===== src/rtl/d64r_pkg.sv =====
// Package for the sector chain file reader: widths, op codes, image geometry
// and the track-to-sector-index table. No dependencies.
`default_nettype none

package d64r_pkg;

  localparam int IMAGE_SECTORS   = 683;
  localparam int SECTOR_BYTES    = 256;
  localparam int IMAGE_BYTES     = IMAGE_SECTORS * SECTOR_BYTES;
  localparam int NUM_TRACKS      = 35;
  localparam int DATA_PER_SECTOR = 254;

  localparam int ADDR_W = 18;
  localparam int IDX_W  = 10;   // track base plus sector, up to 921
  localparam int POS_W  = 9;

  typedef logic [1:0]        op_t;
  typedef logic [ADDR_W-1:0] addr_t;
  typedef logic [IDX_W-1:0]  idx_t;
  typedef logic [7:0]        byte_t;

  localparam op_t OP_WRITE = 2'd0;
  localparam op_t OP_OPEN  = 2'd1;
  localparam op_t OP_READ  = 2'd2;

  localparam byte_t LINK_SECTOR_OFS = 8'h01;

  // result of one location lookup
  typedef struct packed {
    logic ok;
    idx_t idx;
  } loc_t;

  // first sector index of a track (1..35); speed zones of 21, 19, 18, 17
  function automatic idx_t track_base(input logic [5:0] t);
    idx_t tt;
    idx_t res;
    begin
      tt = {4'd0, t};
      if (t >= 6'd31) begin
        res = idx_t'(598) + (tt - idx_t'(31)) * idx_t'(17);
      end else if (t >= 6'd25) begin
        res = idx_t'(490) + (tt - idx_t'(25)) * idx_t'(18);
      end else if (t >= 6'd18) begin
        res = idx_t'(357) + (tt - idx_t'(18)) * idx_t'(19);
      end else begin
        res = (tt - idx_t'(1)) * idx_t'(21);
      end
      return res;
    end
  endfunction

endpackage

`default_nettype wire


===== src/rtl/d64r_locate.sv =====
// Shared locate unit: track/sector to sector index with range check.
// Depends on d64r_pkg.
`default_nettype none

module d64r_locate (
  input  wire d64r_pkg::byte_t track,
  input  wire d64r_pkg::byte_t sector,
  output d64r_pkg::loc_t       loc
);
  import d64r_pkg::*;

  logic track_ok;
  idx_t idx;

  assign track_ok = (track >= 8'd1) && (track <= 8'(NUM_TRACKS));
  assign idx      = track_base(track[5:0]) + {2'd0, sector};

  assign loc.ok  = track_ok && (idx < idx_t'(IMAGE_SECTORS));
  assign loc.idx = idx;

endmodule

`default_nettype wire


===== config.mk =====
export PLATFORM = sky130hd
export DESIGN_NAME = d64r_locate
export DESIGN_NICKNAME = d
export VERILOG_FILES = /design/src/rtl/d64r_pkg.sv /design/src/rtl/d64r_locate.sv
export SDC_FILE = /design/constraint.sdc
export NUM_CORES = 1
export LEC_CHECK = 0
export ABC_AREA = 1
export BUFFER_PORTS_ARGS = -buffer_cell sky130_fd_sc_hd__buf_4
export CORE_MARGIN = 2
export CORE_UTILIZATION = 35
export DETAILED_ROUTE_END_ITERATION = 7
export MAX_ROUTING_LAYER = met4
export PLACE_DENSITY = 0.51
export SYNTH_ARGS = -nofsm -noshare
export SYNTH_HDL_FRONTEND = slang
export SYNTH_SLANG_ARGS = --single-unit

===== constraint.sdc =====
create_clock -name vclk -period 7.83
set_input_delay 1.1745 -clock vclk [all_inputs]
set_output_delay 1.1745 -clock vclk [all_outputs]
set_load 0.01 [all_outputs]

### Word level (Yosys, flattened, before mapping)

Cells that the tools add are included.

| word-level totals | value |
|---|---|
| output and inout bits | 11 |
| flip-flop bits (word level) | 0 |
| logic and storage cells | 23 |
| input port bits | 16 |
| RAM bits | 0 |
| memories kept | 0 |
| memory bits (read-only) | 0 |
| latch bits | 0 |

| cells by class | value |
|---|---|
| reduce and logical (&&, ||, !) cells | 2 |
| $lt $le $gt $ge | 6 |
| add/subtract/negate cells | 8 |
| div/mod/pow operators | 0 |
| bitwise operators | 0 |
| multipliers | 4 |
| multiplexer cells | 3 |
| eq/ne operators | 0 |
| shift-type cells | 0 |

Operators by type and width:

| operator | count |
|---|---|
| $mul 7x6->10 const B | 3 |
| $mux 10 | 3 |
| $sub 6x5->7 const B | 3 |
| $add 9x10->10 const A | 2 |
| $ge 6x5->1 const B | 3 |
| $add 10x10->10 const A | 1 |
| $add 10x8->10 | 1 |
| $lt 10x10->1 const B | 1 |
| $mul 10x4->9 const B | 1 |
| $ge 8x1->1 const B | 1 |
| $le 8x6->1 const B | 1 |
| $sub 6x1->7 const B | 1 |
| $logic_and 1x1->1 | 2 |

### Logic depth before layout (Yosys ltp)

Gate-level depths: netlist of the first run.

| depth | value |
|---|---|
| word-level depth | 9 |
| gate-level depth with buffers | 33 |
| depth with buffers taken out | 32 |

### Worst setup path before layout of the first run

Ideal clock, no wire load.

| timing path | value |
|---|---|
| kind | input to output |
| start | input port track[1] |
| end | output port loc[10] (netlist bit) |
| arrival time | 5820 ps |
| path buffers | 1 |
| stages | 30 |
| required time | 6655 ps |
| path slack | 836 ps |
| cells stage by stage | buf_2 > inv_2 > ha_1 > xor2_1 > xor2_1 > inv_1 > ha_1 > inv_1 > fa_1 > fa_1 > inv_1 > ha_1 > inv_1 > o21ai_0 > o21bai_1 > inv_1 > nand2_1 > nand2_1 > o211ai_1 > o221ai_1 > ha_1 > inv_1 > o311ai_1 > xor2_1 > inv_1 > nand2_1 > nand3_1 > nand3_1 > nand2_1 > inv_1 |

RTL lines:

| element | line | RTL |
|---|---|---|
| start: declaration | d64r_locate.sv:6 | `input wire d64r_pkg::byte_t track,` |
| end: declaration | d64r_locate.sv:8 | `output d64r_pkg::loc_t loc` |

==> results of run 1 <==
## layout make-up
class                           instances  area share
Tap cell                              108      0.0392
Multi-Input combinational cell        382       0.801
Timing Repair Buffer                   28      0.0610
Inverter                               91      0.0991
## report_power, final
group / switching, mW / internal, mW / leakage, nW
registers: 0 / 0 / 0
clock network: 0 / 0 / 0
logic: 0.342 / 0.242 / 1.95
total: 0.342 / 0.242 / 1.95
## what timing repair did
| action | CTS | global route |
|---|---|---|
| gates resized for setup | 0 | 4 |
| buffers inserted | 0 | 0 |
| endpoints found under the setup margin | 0 | 2 |
| hold endpoints to repair | 0 | 0 |
## per-stage QoR
step	instance area [um^2]	setup WS [ns]	std cells	hold WS [ns]	utilization
after floorplan	3140	0.836	480	2.48	-
after global placement	3420	0.399	609	2.68	0.392
after detailed placement	3420	0.296	609	2.69	0.392
after CTS	3420	0.287	609	2.69	0.392
after global routing	3450	0.00622	609	2.69	0.395
final	3450	0.509	609	2.68	0.395
## per-layer routing
metal / vias up / global-route usage / wire (um)
li1: 1599 / - / -
met1: 1370 / 0.242 / 4050
met2: 41 / 0.287 / 3620
met3: 4 / 0.00213 / 173
met4: 0 / 0.00738 / 34
met5: - / - / 0
## cells in the final DEF, fill, tap and decap left out, types with 3 or more instances in the layout
master    count
nand3_1      40
nand2_1     111
fa_1         13
a31oi_1       4
a21oi_1      24
o21ai_0      21
xnor2_1       9
ha_1         68
nand4_1       5
inv_2        10
xor2_1       23
nand2_2       7
o211ai_1      3
buf_4        28
nand3_2       4
inv_1        80
nor2_1       17
o21bai_1      3
## how the worst min path moves through the flow
stage | from | to | depth (start not counted)
detailed placement | sector[0] | loc[0] | 3
CTS | sector[0] | loc[0] | 3
global route | sector[0] | loc[0] | 3
floorplan | track[7] | loc[10] | 3
global placement | sector[0] | loc[0] | 3
finish | sector[0] | loc[0] | 3
## logic make-up after synthesis
kind of cell,count (synthesis),share of synthesized area
XOR/XNOR,33,0.0922
AO/OA/AOI/OAI,68,0.131
AND/OR/NAND/NOR,199,0.291
adder cells (fa/ha/maj),82,0.358
buffers and inverters,98,0.128
==> summary.md, run 1 <==
| Metric | Value |
|---|---|
| RePlAce Congestion | 0.849 |
| # IOs | 27 |
| HPWL Detailed | 6920 um |
| Critical Path RT | 6.66 ns |
| Hold crit path type | input pin to primary output |
| Slew Viols, Final | 0 |
| Final wirelength | 7870 um |
| MaxCap Viol Count | 0 |
| Area share of the leading cell type in the synthesized netlist | 0.275 |
| Register area | 0 um^2 |
| Cell area after synthesis | 3140 um^2 |
| Synth cell count leaders | nand2_1, inv_1, ha_1 |
| Setup violations, final | 0 |
| First-pass GRT wire length | 13600 um |
| P_leak | 1.95 nW |
| Minimum clock period after layout | 7.32 ns |
| I/O Buffers | 27 |
| Combined area of the multi-input logic cells | 2760 um^2 |
| Power Dens Cells | 169 nW/um^2 |
| 1st-iter DRT viols | 82 |
| Die height | 98.7 um |
| Share of layout cells above drive strength 1 | 0.126 |
| Core Area | 8720 um^2 |
| RSZ-0062 raised after global routing | no |
| Fin crit share | 0.935 |
| Gate Count Post-Synth | 480 |
| Diode count | 0 |
| Vias | 3014 |
| Dominant cell type by area after synthesis | ha_1 |
| Setup crit end | loc[10] |
| CP Data Arrival Time | 6.15 ns |
| Syn_area_per_cell | 6.53 um^2 |
| # DRC | 0 |
| Crit-path most repeated cell | inv_1 |
| CP Launch Type | input pin |
| Row count | 34 |
| Maximum vdd drop | 0.0000729 V |
| Worst Tran Pin Value | 0.632 ns |
| Final net count | 601 |
| Yosys warning count | 0 |
| Area contributors post-synth | ha_1, nand2_1, inv_1 |
| Crit path depth | 32 |
| Syn nets | 578 |
| Final ANT Viol Nets | 0 |
| Yosys cell types | 38 |
| Critical Path Start | track[1] |
| TNS Setup | 0 ns |
| Buffers plus inverters on the worst setup path | 10 |
| Final Hold Fails | 0 |
| Hold buffers post-CTS | 0 |
| Seq Cell Count | 0 |
| Routed vias/inst | 4.95 |
| Slowest-stage cell, CP | fa_1 |
| Vias in the first global route | 2966 |
| Critical path's top delay family | adder cells |
| Clock buf count | 0 |
| Chip width | 98.7 um |
| Starting Density | 0.360 |
| Crit-path max FO | 13 |
| Drt first pass iters | 4 |
| Layout area overhead | 9.98% |
| Slew HR | 0.575 |
| Critical path class | input pin to primary output |
| Status | completed |
| Largest net degree at the start of global routing | 15 |
| PnR Total Power | 0.584 mW |
| Die ar. | 9730 um^2 |
| Crit. End Element | primary output |
| Count leader, synth | nand2_1 |
| CP peak stage delay | 0.54 ns |
| Tot GR Track Use | 0.170 |
| Avg WL per Cell | 12.9 um |
| Max frequency | 137 MHz |
| Register area share after synthesis | 0 |
| Fill cells | 967 |
| Gr ovfl total | 0 |
| Initial antenna violation count | 0 |
Note: power is estimated with default switching activity, not from simulation.
==> run 2, diff against run 1 <==
--- a/config.mk
+++ b/config.mk
@@ -5,8 +5,8 @@
 export SDC_FILE = /design/constraint.sdc
 export NUM_CORES = 1
 export LEC_CHECK = 0
-export ABC_AREA = 1
 export BUFFER_PORTS_ARGS = -buffer_cell sky130_fd_sc_hd__buf_4
+export CORE_ASPECT_RATIO = 0.9
 export CORE_MARGIN = 2
 export CORE_UTILIZATION = 35
 export DETAILED_ROUTE_END_ITERATION = 7
==> summary.md, run 2 <==
| Metric | Value |
|---|---|
| Status | completed |
| Util after Layout | 0.412 |
| Crit. End Element | primary output |
| Minimum clock period after layout | 7.47 ns |
| Yosys warning count | 0 |
| Gate Count Post-Synth | 385 |
| Worst slack, placed | 0.135 ns |
| Die ar. | 9260 um^2 |
| Combined area of the multi-input logic cells | 2830 um^2 |
| CP Launch Type | input pin |
| Final net count | 509 |
| I/O Buffers | 27 |
| Hold buffers post-CTS | 0 |
| Most frequent cells in the layout | ha_1, buf_4, xnor2_1, inv_1, nand2_1 |
| Syn_area_per_cell | 7.73 um^2 |
| Final wirelength | 7580 um |
| Clock buf count | 0 |
| First-pass GRT wire length | 12600 um |
| Avg WL per Cell | 14.9 um |
| Yosys cell types | 48 |
| Starting Density | 0.366 |
| Register area | 0 um^2 |
| Vias | 2663 |
| Slew Viols, Final | 0 |
| Hold endpoint | loc[10] |
| Final worst slack | 0.363 ns |
| Diode count | 0 |
| Setup violations, final | 0 |
| TNS Setup | 0 ns |
| Core Area | 8150 um^2 |
| Dominant cell type by area after synthesis | ha_1 |
| Critical Path Start | track[1] |
| Critical path class | input pin to primary output |
| # DRC | 0 |
| Register area share after synthesis | 0 |
| Final ANT Viol Nets | 0 |
| Fin crit share | 0.954 |
| Largest net degree at the start of global routing | 23 |
| Slew HR | 0.673 |
| Initial antenna violation count | 0 |
| Vias in the first global route | 2570 |
| Worst hold stages | 3 |
| Cell area after synthesis | 2980 um^2 |
| Chip width | 101 um |
| 1st-iter DRT viols | 98 |
| MaxCap Viol Count | 0 |
| Commonest non-fill, non-tap cell in the layout | ha_1 |
| Area contributors post-synth | ha_1, xnor2_1, fa_1 |
| Share of layout cells above drive strength 1 | 0.139 |
| Syn nets | 483 |
| RePlAce Congestion | 0.817 |
| WHS | 2.59 ns |
| Area share of the leading cell type in the synthesized netlist | 0.290 |
| Count leader, synth | ha_1 |
| Worst Tran Pin Value | 0.485 ns |
| Hold crit path type | input pin to primary output |
| Synth cell count leaders | ha_1, xnor2_1, inv_1 |
| Drt first pass iters | 5 |
| Critical Path RT | 6.66 ns |
| Power Dens Cells | 184 nW/um^2 |
| Gr ovfl total | 0 |
| Routed vias/inst | 5.24 |
| Fill cells | 859 |
| Die height | 91.5 um |
| Tot GR Track Use | 0.170 |
| Max frequency | 134 MHz |
| P_leak | 1.65 nW |
| CP Data Arrival Time | 6.29 ns |
| HPWL Detailed | 6470 um |
| Crit-path max FO | 4 |
| # IOs | 27 |
| Layout area overhead | 12.8% |
| Hold Crit Start | track[6] |
| Row count | 31 |
| Seq Cell Count | 0 |
| Final Hold Fails | 0 |
| Maximum vdd drop | 0.000144 V |
==> run 2: changes by cell type after synthesis, sizes merged, moves of 8 or more <==
cell	change
nand2b	+9
a21o	+8
nand2	-94
xnor2	+27
nand3	-39
nor2b	+8
inv	-57
xor2	-11
==> run 2: critical path: stages <==
cell and delay [ns]:
buf_4 0.11, inv_1 0.12, ha_2 0.22, a21bo_2 0.25, or3_1 0.35, xnor2_2 0.16, ha_1 0.30, ha_1 0.29
fa_1 0.49, ha_1 0.33, a21o_1 0.18, a21oi_1 0.16, xnor2_1 0.09, nor2_1 0.12, a21oi_2 0.06, a211oi_2 0.28
a21oi_1 0.07, ha_1 0.34, a21oi_1 0.16, o21ai_0 0.14, xor2_1 0.19, nand2b_1 0.18, a2111oi_2 0.34, buf_4 0.17
==> run 2: layer usage <==
metal / share of wire / up-vias / global-route usage
met4: 0.0013 / 0 / 0.00225
met5: 0 / - / -
met1: 0.56 / 1216 / 0.275
li1: - / 1408 / -
met3: 0.023 / 2 / 0.00231
met2: 0.42 / 37 / 0.248
==> run 2: kinds of logic (layout without fill, tap and decap cells) <==
group	count (synthesis)	count (layout)	synth area share
adder cells (fa/ha/maj)	82	82	0.377
AO/OA/AOI/OAI	99	99	0.217
AND/OR/NAND/NOR	101	101	0.172
XOR/XNOR	49	49	0.144
buffers and inverters	47	71	0.0655
multiplexers	7	7	0.0244
==> run 2: layout make-up <==
| cell class | count | area share |
|---|---|---|
| multi-input cells | 338 | 0.841 |
| repair buffers | 38 | 0.0849 |
| inverters | 33 | 0.0369 |
| well taps | 99 | 0.0369 |
==> run 2: per-stage QoR <==
step,power [mW],std cells,cell area (um^2)
2_1_floorplan,0.430,385,2980
6_report,0.618,508,3360
4_1_cts,0.602,507,3310
3_3_place_gp,0.597,507,3310
3_5_place_dp,0.596,507,3310
5_1_grt,0.692,508,3360
==> run 2: worst max-delay path by stage <==
stage / end / cells past startpoint
3_3_place_gp: loc[10] / 24
5_1_grt: loc[10] / 27
3_5_place_dp: loc[10] / 24
4_1_cts: loc[10] / 24
6_report: loc[10] / 24
2_1_floorplan: loc[10] / 23
==> run 2: repair_timing <==
| item | 4_1_cts | 5_1_grt |
|---|---|---|
| setup buffers | 0 | 1 |
| endpoints found under the setup margin | 0 | 1 |
| resized for setup | 0 | 10 |
| endpoints found under the hold margin | 0 | 0 |
==> run 2: power breakdown <==
part,internal (mW),switching (mW),leakage [nW]
Clock,0,0,0
Sequential,0,0,0
Combinational,0.283,0.335,1.65
Total,0.283,0.335,1.65
==> run 3, diff against run 2 <==
--- a/config.mk
+++ b/config.mk
@@ -11,7 +11,7 @@
 export CORE_UTILIZATION = 35
 export DETAILED_ROUTE_END_ITERATION = 7
 export MAX_ROUTING_LAYER = met4
-export PLACE_DENSITY = 0.51
+export PLACE_DENSITY = 0.62
 export SYNTH_ARGS = -nofsm -noshare
 export SYNTH_HDL_FRONTEND = slang
 export SYNTH_SLANG_ARGS = --single-unit
==> summary.md, run 3 (synthesis results as in run 2) <==
| Metric | Value |
|---|---|
| Status | completed |
| Critical path's top delay family | adder cells |
| Initial antenna violation count | 0 |
| Maximum vdd drop | 0.000113 V |
| Fin crit share | 0.965 |
| Routed vias/inst | 5.33 |
| Max frequency | 132 MHz |
| Diode count | 0 |
| Most frequent cells in the layout | ha_1, xnor2_1, buf_4, inv_1, nand2_1 |
| I/O Buffers | 27 |
| Gr ovfl total | 0 |
| RePlAce Congestion | 0.936 |
| CP peak stage delay | 0.54 ns |
| Minimum clock period after layout | 7.55 ns |
| Util after Layout | 0.407 |
| # IOs | 27 |
| CP Launch Type | input pin |
| Crit-path max FO | 15 |
| Hold crit path type | input pin to primary output |
| Final Hold Fails | 0 |
| Layout area overhead | 11.3% |
| MaxCap Viol Count | 0 |
| CP Data Arrival Time | 6.38 ns |
| Starting Density | 0.366 |
| Row count | 31 |
| Worst Tran Pin Value | 0.484 ns |
| Placed Instances | 504 |
| Crit. End Element | primary output |
| Die ar. | 9260 um^2 |
| Chip width | 101 um |
| Critical path cell sequence | buf_4, inv_1, ha_2, a21bo_2, or3_1, xnor2_2, ha_1, ha_1, fa_1, ha_1, a21o_1, a21oi_1, xnor2_1, nor2_1, a21oi_1, a211oi_2, a21oi_1, ha_1, a21oi_1, o21ai_0, xor2_1, nand2b_1, a2111oi_2, buf_4 |
| Drt first pass iters | 4 |
| Share of layout cells above drive strength 1 | 0.123 |
| Buffers plus inverters on the worst setup path | 3 |
| Final cell count without fillers | 504 |
| Hold buffers post-CTS | 0 |
| TNS Setup | 0 ns |
| Vias | 2686 |
| Tot GR Track Use | 0.163 |
| 1st-iter DRT viols | 113 |
| Setup violations, final | 0 |
| Commonest non-fill, non-tap cell in the layout | ha_1 |
| Slew HR | 0.675 |
| Critical path class | input pin to primary output |
| Final wirelength | 7220 um |
| Clock buf count | 0 |
| P_leak | 1.63 nW |
| Critical Path RT | 6.66 ns |
| Power Dens Cells | 182 nW/um^2 |
| Slew Viols, Final | 0 |
| Final ANT Viol Nets | 0 |
| # DRC | 0 |
| Slowest-stage cell, CP | fa_1 |
| RSZ-0062 raised after global routing | no |
| Die height | 91.5 um |
| Seq Cell Count | 0 |
| First-pass GRT wire length | 12200 um |
| Final net count | 505 |
| HPWL Detailed | 6210 um |
| Vias in the first global route | 2562 |
| Largest net degree at the start of global routing | 23 |
| Avg WL per Cell | 14.3 um |
| Register area | 0 um^2 |
| Core Area | 8150 um^2 |
[run 3: path summary, 6_finish.rpt]
check | start | endpoint | cells after the start
max | track[1] | loc[10] | 24
min | track[6] | loc[10] | 3
[run 3: cell type report]
| cell class | count | area (um^2) |
|---|---|---|
| Timing Repair Buffer | 34 | 255 |
| Multi-Input combinational cell | 338 | 2810 |
| Fill cell | 856 | 4830 |
| Inverter | 33 | 124 |
| Tap cell | 99 | 124 |
[run 3: what timing repair did]
item,4_1_cts,5_1_grt
gates resized for setup,0,5
buffers inserted,0,0
setup endpoints to repair,0,1
endpoints found under the hold margin,0,0
[run 3: power breakdown]
group          switching, mW  internal, mW
sequential                 0             0
clock                      0             0
combinational          0.326         0.276
total                  0.326         0.276
[run 3: metal layers]
| layer | GRT usage | vias to the layer above | share of wire |
|---|---|---|---|
| li1 | - | 1400 | - |
| met1 | 0.246 | 1222 | 0.49 |
| met2 | 0.254 | 60 | 0.45 |
| met3 | 0.00385 | 4 | 0.054 |
| met4 | 0.0101 | 0 | 0.0067 |
| met5 | - | - | 0 |
[run 3: per-stage QoR]
stage          setup slack [ns]  power, mW  instance area [um^2]  hold WS [ns]
2_1_floorplan             0.430      0.430                  2980          2.38
3_3_place_gp              0.362      0.585                  3290          2.59
3_5_place_dp              0.190      0.591                  3290          2.60
4_1_cts                   0.158      0.595                  3290          2.60
5_1_grt                  0.0210      0.669                  3310          2.60
6_report                  0.275      0.602                  3310          2.59
